File: src/hw/rtl/ordered_array_list_top_macros.svh
// Assertion macros used by the ordered array list top level.
`ifndef ORDERED_ARRAY_LIST_TOP_MACROS_SVH
`define ORDERED_ARRAY_LIST_TOP_MACROS_SVH

// Implication checked at every rising clock edge outside reset.
`define OAL_ASSERT_IMPL(label, cond, prop, msg) \
	label: assert property (@(posedge clk) disable iff (!arst_n) (cond) |-> (prop)) \
		else $error(msg);

// Implication whose consequence is checked at the next rising clock edge.
`define OAL_ASSERT_NEXT(label, cond, prop, msg) \
	label: assert property (@(posedge clk) disable iff (!arst_n) (cond) |=> (prop)) \
		else $error(msg);

// Condition that must hold at every rising clock edge outside reset.
`define OAL_ASSERT_ALWAYS(label, prop, msg) \
	label: assert property (@(posedge clk) disable iff (!arst_n) (prop)) \
		else $error(msg);

`endif

File: src/hw/rtl/oal_pkg.sv
// Shared types and codes of the ordered array list.
`default_nettype none

package oal_pkg;

	typedef enum logic [1:0] {
		OP_INSERT = 2'd0,
		OP_DELETE = 2'd1,
		OP_FIND   = 2'd2,
		OP_CLEAR  = 2'd3
	} op_t;

	typedef enum logic [2:0] {
		STAT_OK       = 3'd0,
		STAT_FULL     = 3'd1,
		STAT_BADPOS   = 3'd2,
		STAT_EMPTY    = 3'd3,
		STAT_NOTFOUND = 3'd4
	} status_t;

	typedef enum logic {
		S_IDLE = 1'b0,
		S_FIND = 1'b1
	} state_t;

	// Command broadcast to every cell of the row.
	typedef struct packed {
		logic               ins_go;
		logic               del_go;
		logic [5:0]         pos;
		logic signed [31:0] value;
	} bcast_t;

	// Width of one group that the find unit examines per cycle.
	localparam int FIND_GROUP = 16;

endpackage

`default_nettype wire

File: src/hw/rtl/oal_cell.sv
// One storage cell of the list row: holds one entry and shifts with its neighbors.
`default_nettype none

module oal_cell #(
	parameter int IDX = 0,
	parameter int CW  = 6
) (
	input  wire                  clk,
	input  oal_pkg::bcast_t      bcast,
	input  wire [CW-1:0]         count,
	input  wire signed [31:0]    left_data,
	input  wire signed [31:0]    right_data,
	output logic signed [31:0]   data_q,
	output logic                 match
);
	import oal_pkg::*;

	localparam int XW = ((CW > 6) ? CW : 6) + 1;

	logic [XW-1:0] idx_x;
	logic [XW-1:0] pos_x;
	logic [XW-1:0] cnt_x;

	assign idx_x = XW'(IDX);
	assign pos_x = XW'(bcast.pos);
	assign cnt_x = XW'(count);

	always_ff @(posedge clk) begin
		if (bcast.ins_go) begin
			if (idx_x == pos_x) begin
				data_q <= bcast.value;
			end else if (idx_x > pos_x && idx_x <= cnt_x) begin
				data_q <= left_data;
			end
		end else if (bcast.del_go) begin
			if (idx_x >= pos_x && (idx_x + XW'(1)) < cnt_x) begin
				data_q <= right_data;
			end
		end
	end

	// Only entries below the count take part in a search.
	assign match = (idx_x < cnt_x) && (data_q == bcast.value);

endmodule

`default_nettype wire

File: src/hw/rtl/oal_find.sv
// Group-serial priority search over the registered match vector of the cell row.
`default_nettype none

module oal_find #(
	parameter int CAPACITY = 32
) (
	input  wire                          clk,
	input  wire                          arst_n,
	input  wire                          start,
	input  wire [CAPACITY-1:0]           match_vec,
	output logic                         done,
	output logic                         hit,
	output logic [$clog2(CAPACITY)-1:0]  index
);
	import oal_pkg::*;

	localparam int G    = FIND_GROUP;
	localparam int GW   = $clog2(G);
	localparam int NCH  = (CAPACITY + G - 1) / G;
	localparam int CKW  = (NCH > 1) ? $clog2(NCH) : 1;
	localparam int PADW = NCH * G;
	localparam int IW   = $clog2(CAPACITY);

	logic [PADW-1:0] vec_q;
	logic [CKW-1:0]  chunk_q;
	logic            busy_q;
	logic [G-1:0]    grp;
	logic [GW-1:0]   pe;
	logic            last;

	assign grp  = vec_q[chunk_q*G +: G];
	assign last = (chunk_q == CKW'(NCH - 1));

	// Lowest set bit of the current group wins.
	always_comb begin
		hit = 1'b0;
		pe  = '0;
		for (int b = G - 1; b >= 0; b--) begin
			if (grp[b]) begin
				hit = 1'b1;
				pe  = GW'(b);
			end
		end
	end

	assign done  = busy_q && (hit || last);
	assign index = IW'({chunk_q, pe});

	always_ff @(posedge clk or negedge arst_n) begin
		if (!arst_n) begin
			busy_q  <= 1'b0;
			chunk_q <= '0;
		end else if (start) begin
			busy_q  <= 1'b1;
			chunk_q <= '0;
		end else if (done) begin
			busy_q  <= 1'b0;
		end else if (busy_q) begin
			chunk_q <= chunk_q + CKW'(1);
		end
	end

	always_ff @(posedge clk) begin
		if (start) begin
			vec_q <= PADW'(match_vec);
		end
	end

endmodule

`default_nettype wire

File: src/hw/rtl/ordered_array_list_top.sv
// Top level of the ordered array list: command decode, cell row, find unit and result register.
`default_nettype none

// The block keeps an ordered list of up to CAPACITY signed 32-bit values in a row of
// cells, one entry per cell. Each input transaction carries a command in tuser
// (insert, delete, find, clear) and a position and a value in tdata; each command
// produces exactly one result transaction with a status in tuser and the found index
// and the entry count in tdata. Insert, delete and clear are decided and applied in
// the cycle the command is accepted, with every cell shifting toward or away from its
// neighbor at once, so these commands can be accepted in every cycle while results
// are taken. A find compares all entries in parallel in its accept cycle, then the
// find unit walks the match bits sixteen cells per cycle from the low end, and the
// input stays closed until it reaches the group with the first match or the last of
// the ceil(CAPACITY / 16) groups. A find on an empty list is answered in its accept
// cycle. The result register lets the next command be accepted in the cycle the
// previous result is taken. Entry storage is not cleared at reset; only the count is,
// and entries at or above the count are never looked at.

module ordered_array_list_top #(
	parameter int CAPACITY = 32
) (
	input  wire         clk,
	input  wire         arst_n,
	input  wire         s_axis_tvalid,
	output logic        s_axis_tready,
	input  wire [39:0]  s_axis_tdata,   // [5:0] position, [37:6] value, [39:38] zero
	input  wire [1:0]   s_axis_tuser,   // [1:0] cmd
	output logic        m_axis_tvalid,
	input  wire         m_axis_tready,
	output logic [15:0] m_axis_tdata,   // [4:0] found_index, [10:5] entry_count, [15:11] zero
	output logic [2:0]  m_axis_tuser    // [2:0] status
);
	import oal_pkg::*;

	`include "ordered_array_list_top_macros.svh"

	localparam int CW = $clog2(CAPACITY + 1);
	localparam int XW = ((CW > 6) ? CW : 6) + 1;
	localparam int IW = $clog2(CAPACITY);

	// Decoded fields of the incoming transaction.
	op_t                op;
	logic [5:0]         pos;
	logic signed [31:0] value;

	assign op    = op_t'(s_axis_tuser);
	assign pos   = s_axis_tdata[5:0];
	assign value = s_axis_tdata[37:6];

	state_t        state_q;
	state_t        state_d;
	logic [CW-1:0] count_q;
	logic          out_valid_q;
	status_t       res_status_q;
	logic [4:0]    res_index_q;
	logic [5:0]    res_count_q;

	logic          in_acc;
	logic          full;
	logic          empty;
	logic [XW-1:0] pos_x;
	logic [XW-1:0] cnt_x;
	logic          ins_go;
	logic          del_go;
	logic          find_go;
	status_t       imm_status;
	logic          ld_imm;

	logic          f_done;
	logic          f_hit;
	logic [IW-1:0] f_index;

	assign in_acc = s_axis_tvalid && s_axis_tready;
	assign full   = (count_q == CW'(CAPACITY));
	assign empty  = (count_q == '0);
	assign pos_x  = XW'(pos);
	assign cnt_x  = XW'(count_q);

	// A refused command leaves the list untouched; the full and empty checks take
	// precedence over the position check.
	always_comb begin
		ins_go     = 1'b0;
		del_go     = 1'b0;
		find_go    = 1'b0;
		imm_status = STAT_OK;
		case (op)
			OP_INSERT: begin
				if (full) begin
					imm_status = STAT_FULL;
				end else if (pos_x > cnt_x) begin
					imm_status = STAT_BADPOS;
				end else begin
					ins_go = in_acc;
				end
			end
			OP_DELETE: begin
				if (empty) begin
					imm_status = STAT_EMPTY;
				end else if (pos_x >= cnt_x) begin
					imm_status = STAT_BADPOS;
				end else begin
					del_go = in_acc;
				end
			end
			OP_FIND: begin
				if (empty) begin
					imm_status = STAT_EMPTY;
				end else begin
					find_go = in_acc;
				end
			end
			OP_CLEAR: begin
				imm_status = STAT_OK;
			end
			default: begin
				imm_status = STAT_OK;
			end
		endcase
	end

	// Every command except a find on a non-empty list answers in its accept cycle.
	assign ld_imm = in_acc && !find_go;

	// Next-state logic.
	always_comb begin
		state_d = state_q;
		case (state_q)
			S_IDLE: begin
				if (find_go) begin
					state_d = S_FIND;
				end
			end
			S_FIND: begin
				if (f_done) begin
					state_d = S_IDLE;
				end
			end
			default: begin
				state_d = S_IDLE;
			end
		endcase
	end

	// Output logic: a new command is taken only while no search runs and the result
	// register is free or is being emptied in this cycle.
	always_comb begin
		case (state_q)
			S_IDLE:  s_axis_tready = !out_valid_q || m_axis_tready;
			S_FIND:  s_axis_tready = 1'b0;
			default: s_axis_tready = 1'b0;
		endcase
	end

	always_ff @(posedge clk or negedge arst_n) begin
		if (!arst_n) begin
			state_q     <= S_IDLE;
			count_q     <= '0;
			out_valid_q <= 1'b0;
		end else begin
			state_q <= state_d;
			if (ins_go) begin
				count_q <= count_q + CW'(1);
			end else if (del_go) begin
				count_q <= count_q - CW'(1);
			end else if (in_acc && op == OP_CLEAR) begin
				count_q <= '0;
			end
			if (ld_imm || f_done) begin
				out_valid_q <= 1'b1;
			end else if (m_axis_tready) begin
				out_valid_q <= 1'b0;
			end
		end
	end

	// The count reported with a result is the count after the command.
	always_ff @(posedge clk) begin
		if (ld_imm) begin
			res_status_q <= imm_status;
			res_index_q  <= '0;
			if (ins_go) begin
				res_count_q <= 6'(count_q + CW'(1));
			end else if (del_go) begin
				res_count_q <= 6'(count_q - CW'(1));
			end else if (op == OP_CLEAR) begin
				res_count_q <= '0;
			end else begin
				res_count_q <= 6'(count_q);
			end
		end else if (f_done) begin
			res_status_q <= f_hit ? STAT_OK : STAT_NOTFOUND;
			res_index_q  <= f_hit ? 5'(f_index) : 5'd0;
			res_count_q  <= 6'(count_q);
		end
	end

	assign m_axis_tvalid = out_valid_q;
	assign m_axis_tuser  = res_status_q;
	assign m_axis_tdata  = {5'd0, res_count_q, res_index_q};

	// Row of cells. Each cell takes its left neighbor on insert and its right
	// neighbor on delete; the ends see zeros, which they never load.
	bcast_t             bcast;
	logic signed [31:0] cell_data [CAPACITY];
	logic [CAPACITY-1:0] match_vec;

	assign bcast.ins_go = ins_go;
	assign bcast.del_go = del_go;
	assign bcast.pos    = pos;
	assign bcast.value  = value;

	for (genvar g = 0; g < CAPACITY; g++) begin : g_cell
		logic signed [31:0] left_d;
		logic signed [31:0] right_d;

		if (g == 0) begin : g_first
			assign left_d = '0;
		end else begin : g_inner_l
			assign left_d = cell_data[g-1];
		end

		if (g == CAPACITY - 1) begin : g_last
			assign right_d = '0;
		end else begin : g_inner_r
			assign right_d = cell_data[g+1];
		end

		oal_cell #(
			.IDX (g),
			.CW  (CW)
		) u_cell (
			.clk        (clk),
			.bcast      (bcast),
			.count      (count_q),
			.left_data  (left_d),
			.right_data (right_d),
			.data_q     (cell_data[g]),
			.match      (match_vec[g])
		);
	end

	oal_find #(
		.CAPACITY (CAPACITY)
	) u_find (
		.clk       (clk),
		.arst_n    (arst_n),
		.start     (find_go),
		.match_vec (match_vec),
		.done      (f_done),
		.hit       (f_hit),
		.index     (f_index)
	);

	// The count never runs past the capacity.
	`OAL_ASSERT_ALWAYS(a_count_bound, count_q <= CW'(CAPACITY), "count exceeds capacity")
	// A search result only appears while the search state is active.
	`OAL_ASSERT_IMPL(a_done_in_find, f_done, state_q == S_FIND, "find done outside search")
	// A result waiting from a search has nowhere to go if the register is still full.
	`OAL_ASSERT_IMPL(a_done_slot_free, f_done, !out_valid_q, "find result overwrites result")
	// An accepted clear leaves an empty list.
	`OAL_ASSERT_NEXT(a_clear_empties, in_acc && op == OP_CLEAR, count_q == '0,
		"clear did not empty the list")

endmodule

`default_nettype wire

File: config.mk
export PLATFORM = sky130hd
export DESIGN_NAME = ordered_array_list_top
export DESIGN_NICKNAME = d
export VERILOG_FILES = /design/src/hw/rtl/oal_pkg.sv /design/src/hw/rtl/oal_cell.sv /design/src/hw/rtl/oal_find.sv /design/src/hw/rtl/ordered_array_list_top.sv
export VERILOG_INCLUDE_DIRS = /design/src /design/src/hw/rtl
export SDC_FILE = /design/constraint.sdc
export NUM_CORES = 2
export LEC_CHECK = 0
export BUFFER_PORTS_ARGS = -buffer_cell sky130_fd_sc_hd__buf_2
export CORE_MARGIN = 2
export CORE_UTILIZATION = 65
export DETAILED_ROUTE_END_ITERATION = 10
export GPL_TIMING_DRIVEN = 0
export HOLD_SLACK_MARGIN = 0.1
export PLACE_DENSITY_LB_ADDON = 0.12
export REMOVE_ABC_BUFFERS = 1
export SYNTH_ARGS = -nofsm -noshare
export SYNTH_HDL_FRONTEND = slang
export SYNTH_SLANG_ARGS = --single-unit
File: constraint.sdc
create_clock -name clk -period 6.1 [get_ports clk]
set_input_delay 1.22 -clock clk [delete_from_list [all_inputs] [get_ports clk]]
set_output_delay 1.22 -clock clk [all_outputs]
set_load 0.02 [all_outputs]
Word level (Yosys, flattened, before mapping)
Index checks and enable logic that the tools add are counted.
{"block": "word_totals", "regBits": 1080, "inputBits": 46, "word_cells": 685}
{"block": "classes", "add_sub_neg": 3, "n_lt_le_gt_ge": 131, "eq_ne": 100, "n_shift": 1, "n_mux": 229, "bitwise_logic": 1, "n_reduce_logical": 179}
{"cell": "32-bit two-way mux", "count": 160}
{"cell": "32-bit == test", "count": 32}
{"cell": "1-bit logical AND", "count": 100}
{"cell": "5-bit by 6-bit == test with 1-bit output, first input constant", "count": 16}
{"cell": "5-bit by 6-bit greater-or-equal comparator with 1-bit output, first input constant", "count": 16}
{"cell": "5-bit by 6-bit greater-than comparator with 1-bit output, first input constant", "count": 16}
{"cell": "5-bit by 6-bit less-or-equal comparator with 1-bit output, first input constant", "count": 16}
{"cell": "5-bit by 6-bit < comparator with 1-bit output, first input constant", "count": 16}
{"cell": "3-bit by 1-bit inequality test with 1-bit output, second input constant", "count": 32}
{"cell": "3-bit AND reduction", "count": 32}
{"cell": "2-bit nonzero test", "count": 37}
{"cell": "4-bit two-way mux", "count": 16}
{"cell": "4-bit by 6-bit == test with 1-bit output, first input constant", "count": 8}
{"cell": "4-bit by 6-bit greater-or-equal comparator with 1-bit output, first input constant", "count": 8}
{"cell": "4-bit by 6-bit greater-than comparator with 1-bit output, first input constant", "count": 8}
{"cell": "4-bit by 6-bit less-or-equal comparator with 1-bit output, first input constant", "count": 8}
{"cell": "4-bit by 6-bit < comparator with 1-bit output, first input constant", "count": 8}
{"cell": "6-bit two-way mux", "count": 8}
{"cell": "1-bit two-way mux", "count": 33}
{"cell": "32-bit by 6-bit variable part select with 16-bit output", "count": 1}
{"cell": "3-bit by 6-bit == test with 1-bit output, first input constant", "count": 4}
{"cell": "3-bit by 6-bit greater-or-equal comparator with 1-bit output, first input constant", "count": 4}
{"cell": "3-bit by 6-bit greater-than comparator with 1-bit output, first input constant", "count": 4}
{"cell": "3-bit by 6-bit less-or-equal comparator with 1-bit output, first input constant", "count": 4}
{"cell": "34 further kinds", "count": 57}

Logic depth before layout (Yosys ltp)
{"block": "logic_depth", "word_depth": 21, "mapped_depth": 12, "depth_no_buf": 8}

By module
From an unflattened synthesis, not the netlist that was laid out.
{"block": "hier_totals", "hier_cells": 6452, "area_unflattened_um2": 68952.4}
{"mod": "oal_cell (g_cell[22].u_cell ...)", "instances": 2, "cells_each": 193, "area_each_um2": 2074.5, "seq_area_each_um2": 960.9}
{"mod": "oal_cell (g_cell[19].u_cell ...)", "instances": 2, "cells_each": 194, "area_each_um2": 2058.2, "seq_area_each_um2": 960.9}
{"mod": "oal_cell (g_cell[14].u_cell ...)", "instances": 2, "cells_each": 190, "area_each_um2": 2045.7, "seq_area_each_um2": 960.9}
{"mod": "oal_cell (g_cell[31].u_cell)", "instances": 1, "cells_each": 193, "area_each_um2": 2100.8, "seq_area_each_um2": 960.9}
{"mod": "oal_cell (g_cell[18].u_cell)", "instances": 1, "cells_each": 194, "area_each_um2": 2097.0, "seq_area_each_um2": 960.9}
{"mod": "oal_cell (g_cell[21].u_cell)", "instances": 1, "cells_each": 196, "area_each_um2": 2092.0, "seq_area_each_um2": 960.9}
{"mod": "oal_cell (g_cell[23].u_cell)", "instances": 1, "cells_each": 194, "area_each_um2": 2090.8, "seq_area_each_um2": 960.9}
{"mod": "oal_cell (g_cell[20].u_cell)", "instances": 1, "cells_each": 193, "area_each_um2": 2085.8, "seq_area_each_um2": 960.9}
{"mod": "oal_cell (g_cell[11].u_cell)", "instances": 1, "cells_each": 191, "area_each_um2": 2077.0, "seq_area_each_um2": 960.9}
{"mod": "oal_cell (g_cell[17].u_cell)", "instances": 1, "cells_each": 193, "area_each_um2": 2077.0, "seq_area_each_um2": 960.9}
{"mod": "oal_cell (g_cell[26].u_cell)", "instances": 1, "cells_each": 194, "area_each_um2": 2077.0, "seq_area_each_um2": 960.9}
{"mod": "oal_cell (g_cell[13].u_cell)", "instances": 1, "cells_each": 194, "area_each_um2": 2075.7, "seq_area_each_um2": 960.9}
{"mod": "oal_cell (g_cell[6].u_cell)", "instances": 1, "cells_each": 191, "area_each_um2": 2075.7, "seq_area_each_um2": 960.9}
{"mod": "oal_cell (g_cell[10].u_cell)", "instances": 1, "cells_each": 195, "area_each_um2": 2072.0, "seq_area_each_um2": 960.9}
{"mod": "17 more rows"}

Least setup slack after synthesis
No wires, ideal clock.
{"block": "synth_path", "kind": "input-to-reg", "start": "input s_axis_tdata[0]", "end": "register g_cell[26].u_cell.data_q[0], enable pin", "arrival_time_ns": 5.014, "required_ns": 5.639, "setup_slack_ns": 0.625, "path_stages": 10, "n_path_buf": 2, "cell_sequence": "inv_1 ha_1 nand2b_1 a21oi_1 o2111ai_2 or3_1 buf_2 buf_2 a2bb2oi_1 nor3_1"}
{"block": "synth_via", "elab_chain_len": 6, "elab_cells_between_ends": 17}
{"element": "start: declaration", "line": "ordered_array_list_top.sv:26", "rtl": "input wire [39:0] s_axis_tdata,"}
{"element": "6-bit greater-than comparator / 6-bit greater-or-equal comparator (equally long branches)", "line": "ordered_array_list_top.sv:90, ordered_array_list_top.sv:99"}
{"element": "1-bit two-way mux (on tied branches)", "line": "ordered_array_list_top.sv:90, ordered_array_list_top.sv:99"}
{"element": "1-bit two-way mux (on tied branches)", "line": "ordered_array_list_top.sv:88, ordered_array_list_top.sv:97"}
{"element": "1-bit two-way mux", "line": "ordered_array_list_top.sv:86", "rtl": "case (op)"}
{"element": "3-bit by 1-bit inequality test with 1-bit output (no line) / 2-bit nonzero test (equally long branches)"}
{"element": "3-bit AND reduction (no line) *"}
{"element": "end signal: assignment", "line": "oal_cell.sv:31", "rtl": "data_q <= bcast.value;"}
{"element": "end signal: assignment", "line": "oal_cell.sv:33", "rtl": "data_q <= left_data;"}
{"element": "end signal: assignment", "line": "oal_cell.sv:37", "rtl": "data_q <= right_data;"}
{"element": "end: declaration", "line": "oal_cell.sv:13", "rtl": "output logic signed [31:0] data_q,"}
Mark *: on every way between the ends. The rest lies on a longest branch, timed or not.
A chain may end at the register's enable or synchronous reset.

Final worst setup path
{"block": "layout_path", "start": "register count_q[5]", "end": "register g_cell[29].u_cell.data_q[16], enable pin"}
{"block": "layout_via", "elab_chain_len": 6, "elab_cells_between_ends": 18}
{"element": "start: declaration", "line": "ordered_array_list_top.sv:52", "rtl": "logic [CW-1:0] count_q;"}
{"element": "start signal: assignment", "line": "ordered_array_list_top.sv:162", "rtl": "count_q <= count_q + CW'(1);"}
{"element": "start signal: assignment", "line": "ordered_array_list_top.sv:164", "rtl": "count_q <= count_q - CW'(1);"}
{"element": "6-bit greater-than comparator / 6-bit greater-or-equal comparator (equally long branches)", "line": "ordered_array_list_top.sv:90, ordered_array_list_top.sv:99"}
{"element": "1-bit two-way mux (on tied branches)", "line": "ordered_array_list_top.sv:90, ordered_array_list_top.sv:99"}
{"element": "1-bit two-way mux (on tied branches)", "line": "ordered_array_list_top.sv:88, ordered_array_list_top.sv:97"}
{"element": "1-bit two-way mux", "line": "ordered_array_list_top.sv:86"}
{"element": "3-bit by 1-bit inequality test with 1-bit output (no line) / 2-bit nonzero test (equally long branches)"}
{"element": "3-bit AND reduction (no line) *"}
{"element": "end signal: assignment", "line": "oal_cell.sv:31"}
{"element": "end signal: assignment", "line": "oal_cell.sv:33"}
{"element": "end signal: assignment", "line": "oal_cell.sv:37"}
{"element": "end: declaration", "line": "oal_cell.sv:13"}
Marks and branches as above.

==> metrics.cfg <==
[place]
place_congestion = 1.00
dp_hpwl_mm = 166
place_ws_ns = 0.652
dp.cells = 7542
numPortBuffers = 59

[route]
drc = 0
viasPerCell = 6.91
drt_first_iter_violations = 8006
antenna_left = 0
drt-total-wl_mm = 236
vias = 53700
dr.pass1.iters = 6
wl_per_cell_um = 30.3

[worst_setup_path]
end_kind = flip-flop
critPathBufInv = 4
slowest_delay_ns = 1.19
crit_top_cell = buf_16
cpMaxStageDelayCell = dfrtp_1
crit_arrival_ns = 6.23
crit_family = compound AO/OA/AOI/OAI gates
crit_cells = 11
crit_path_start_kind = flip-flop
reg2reg_depth = 11
crit_required_ns = 6.52
worstSetupPathType = flip-flop to flip-flop
cp_cell_sequence = clkinv_1, ha_1, nand2_1, o21a_1, o2111ai_4, buf_16, buf_12, nor2_1, a221oi_1, o21a_2, buf_16
crit_fanout = 34

[cells_and_area]
fill_cells = 7465
nets = 6349
fin_cells = 7771
final_cell_mix = nand2_1, edfxtp_1, o21ai_0, mux2i_1, xor2_1
final_common_cell = nand2_1
final_util_pct = 72.9
area_growth_pct = 10.7
layout-drive-gt1-share_pct = 7.38

[power_and_ir_drop]
power_density_nw_per_um2 = 254
p_clk_share_pct = 38.3
swShare_pct = 28.6
ir_worst_vdd_v = 0.000223
power_switching_mw = 5.40
power_mw = 18.9
combPwrFrac_pct = 15.0
intPower_mw = 13.5
p_seq_share_pct = 46.7
p_leak_nw = 32.0

[synth]
ys_async_sr_fraction_pct = 0.926
syn_inst = 6538
synth-seq-cells = 1080
yosysWarnings = 0
yosysSeqAreaShare_pct = 48.1
synth_edf_count = 1065
synth-main-ff-cell = edfxtp_1
syn_area_um2 = 67300
avgSynthCellArea_um2 = 10.3
synth_cell_type_count = 69

[sta]
rsz0062_at_grt = no
fin_skew_ns = 0.0280
setup_violations = 0
fin_crit_ns = 5.81
hold_viol = 0
relSlewSlack_pct = 1.83
fin_crit_sh_pct = 95.2
maxSlewViolCount = 0
tns_ns = 0
fmax_mhz = 172
setup_slack_ns = 0.294
worst_slew_pin_slew_ns = 1.46

[clocking]
cts_resized = 0
cts.sinks = 1080
cts_tree = done
cts_buffer_depth = 3
postCtsSetupRepairBufs = 0
cts-htree-levels = 3
numCtsBuffers = 117
postCtsHoldBufs = 0
worstSkewPairLatency_ns = 0.74
root_buffer = clkbuf_16
clk_pin_slew_ns = 0.06

[floorplan]
fp-row-count = 117
die_x_um = 326
die_area_um2 = 106000
ios = 67
start_util_pct = 65.8
core-area_um2 = 102000
dieHeight_um = 326

[global_routing]
grt_pass1_vias = 51500
groute.usage.overall_pct = 43.7
antenna_found_initial = 18
grt_pass1_wl_mm = 345
overflow = 0
grt_max_degree = 59

[job]
max-cap-violations = 1

[run_status]
failed_checks = max-capacitance violations
status = finished with violations

[worst_hold_path]
min_path_type = input port to async pin

[power by group through the flow]
stage | Sequential (mW) | Clock [mW] | Combinational (mW)
global route | 8.82 | 7.49 | 3.00
floorplan | 8.88 | 0 | 2.67
finish | 8.82 | 7.24 | 2.84
detailed placement | 8.94 | 0 | 2.71
global placement | 9.07 | 0 | 4.15
CTS | 8.79 | 7.21 | 2.74
[metrics by stage]
| step | cell area (um2) | hold slack (ns) |
|---|---|---|
| global route | 74500 | 0.376 |
| floorplan | 64800 | 0.521 |
| CTS | 74500 | 0.365 |
| detailed placement | 70700 | 0.560 |
| global placement | 66800 | 0.547 |
| finish | 74500 | 0.381 |
[layer usage]
metal | track usage, % | wire [um] | vias up | part of all wire [%]
met2 | 67.3 | 106000 | 3841 | 45
met4 | 31.0 | 20000 | 12 | 8.5
met3 | 9.35 | 27100 | 1051 | 12
li1 | - | - | 22900 | -
met5 | 0 | 79 | - | 0.034
met1 | 55.0 | 82800 | 25900 | 35
[synth_stat cells, types with 60 or more instances]
cell      instances  area (um2)
edfxtp_1       1065       32000
buf_2           181         906
a21oi_1          92         460
xnor2_1         354        3100
mux2i_1         961        9620
nand3_1          60         300
nand2_1        1151        4320
o21ai_0         992        4960
buf_1            97         364
nand4_1         119         744
nor4_1          198        1240
clkbuf_1        294        1100
xor2_1          671        5880
[final cells by class]
type | instances | area, um2 | share of cell area [%]
antenna | 10 | 25.0 | 0.0336
clock buffer | 156 | 3210 | 4.31
inverter | 16 | 60.1 | 0.0806
tap | 1368 | 1710 | 2.30
timing repair buffer | 220 | 3790 | 5.09
sequential | 1080 | 32300 | 43.4
clock inverter | 63 | 578 | 0.776
multi-input combinational | 4858 | 32800 | 44.0
[sequential cells by signal (all words and copies together), names as in the netlist]
signal	count
res_count_q	6
u_find.chunk_q	1
m_axis_tuser	3
u_find.busy_q	1
state_q	1
g_cell.u_cell.data_q	1024
u_find.vec_q	32
m_axis_tvalid	1
res_index_q	5
count_q	6
[logic make-up (layout without fill, tap and decap cells)]
family	Yosys count	in the layout	share of synthesized area [%]
simple gates	1681	1681	11.1
compound gates	1176	1176	9.14
flops	1080	1080	48.1
xor+xnor	1025	1025	13.3
mux	961	961	14.3
buf+inv	604	455	3.82
fa+ha+maj	10	10	0.186
other cells	1	15	0.00558
[final timing paths]
check                                            start                                      to  slack [ns]
max                             count_q[5]$_DFFE_PN0P_  g_cell[29].u_cell.data_q[16]$_DFFE_PP_        0.29
min                                             arst_n               m_axis_tvalid$_DFFE_PN0P_        0.38
max reg2reg                     count_q[5]$_DFFE_PN0P_  g_cell[29].u_cell.data_q[16]$_DFFE_PP_        0.29
min reg2reg                res_index_q[4]$_SDFFE_PP0P_             res_index_q[4]$_SDFFE_PP0P_        0.57
max in group asynchronous                       arst_n               u_find.busy_q$_DFFE_PN0P_        5.46
min in group clk           res_index_q[4]$_SDFFE_PP0P_             res_index_q[4]$_SDFFE_PP0P_        0.57
Note: power is estimated with default switching activity, not from simulation.
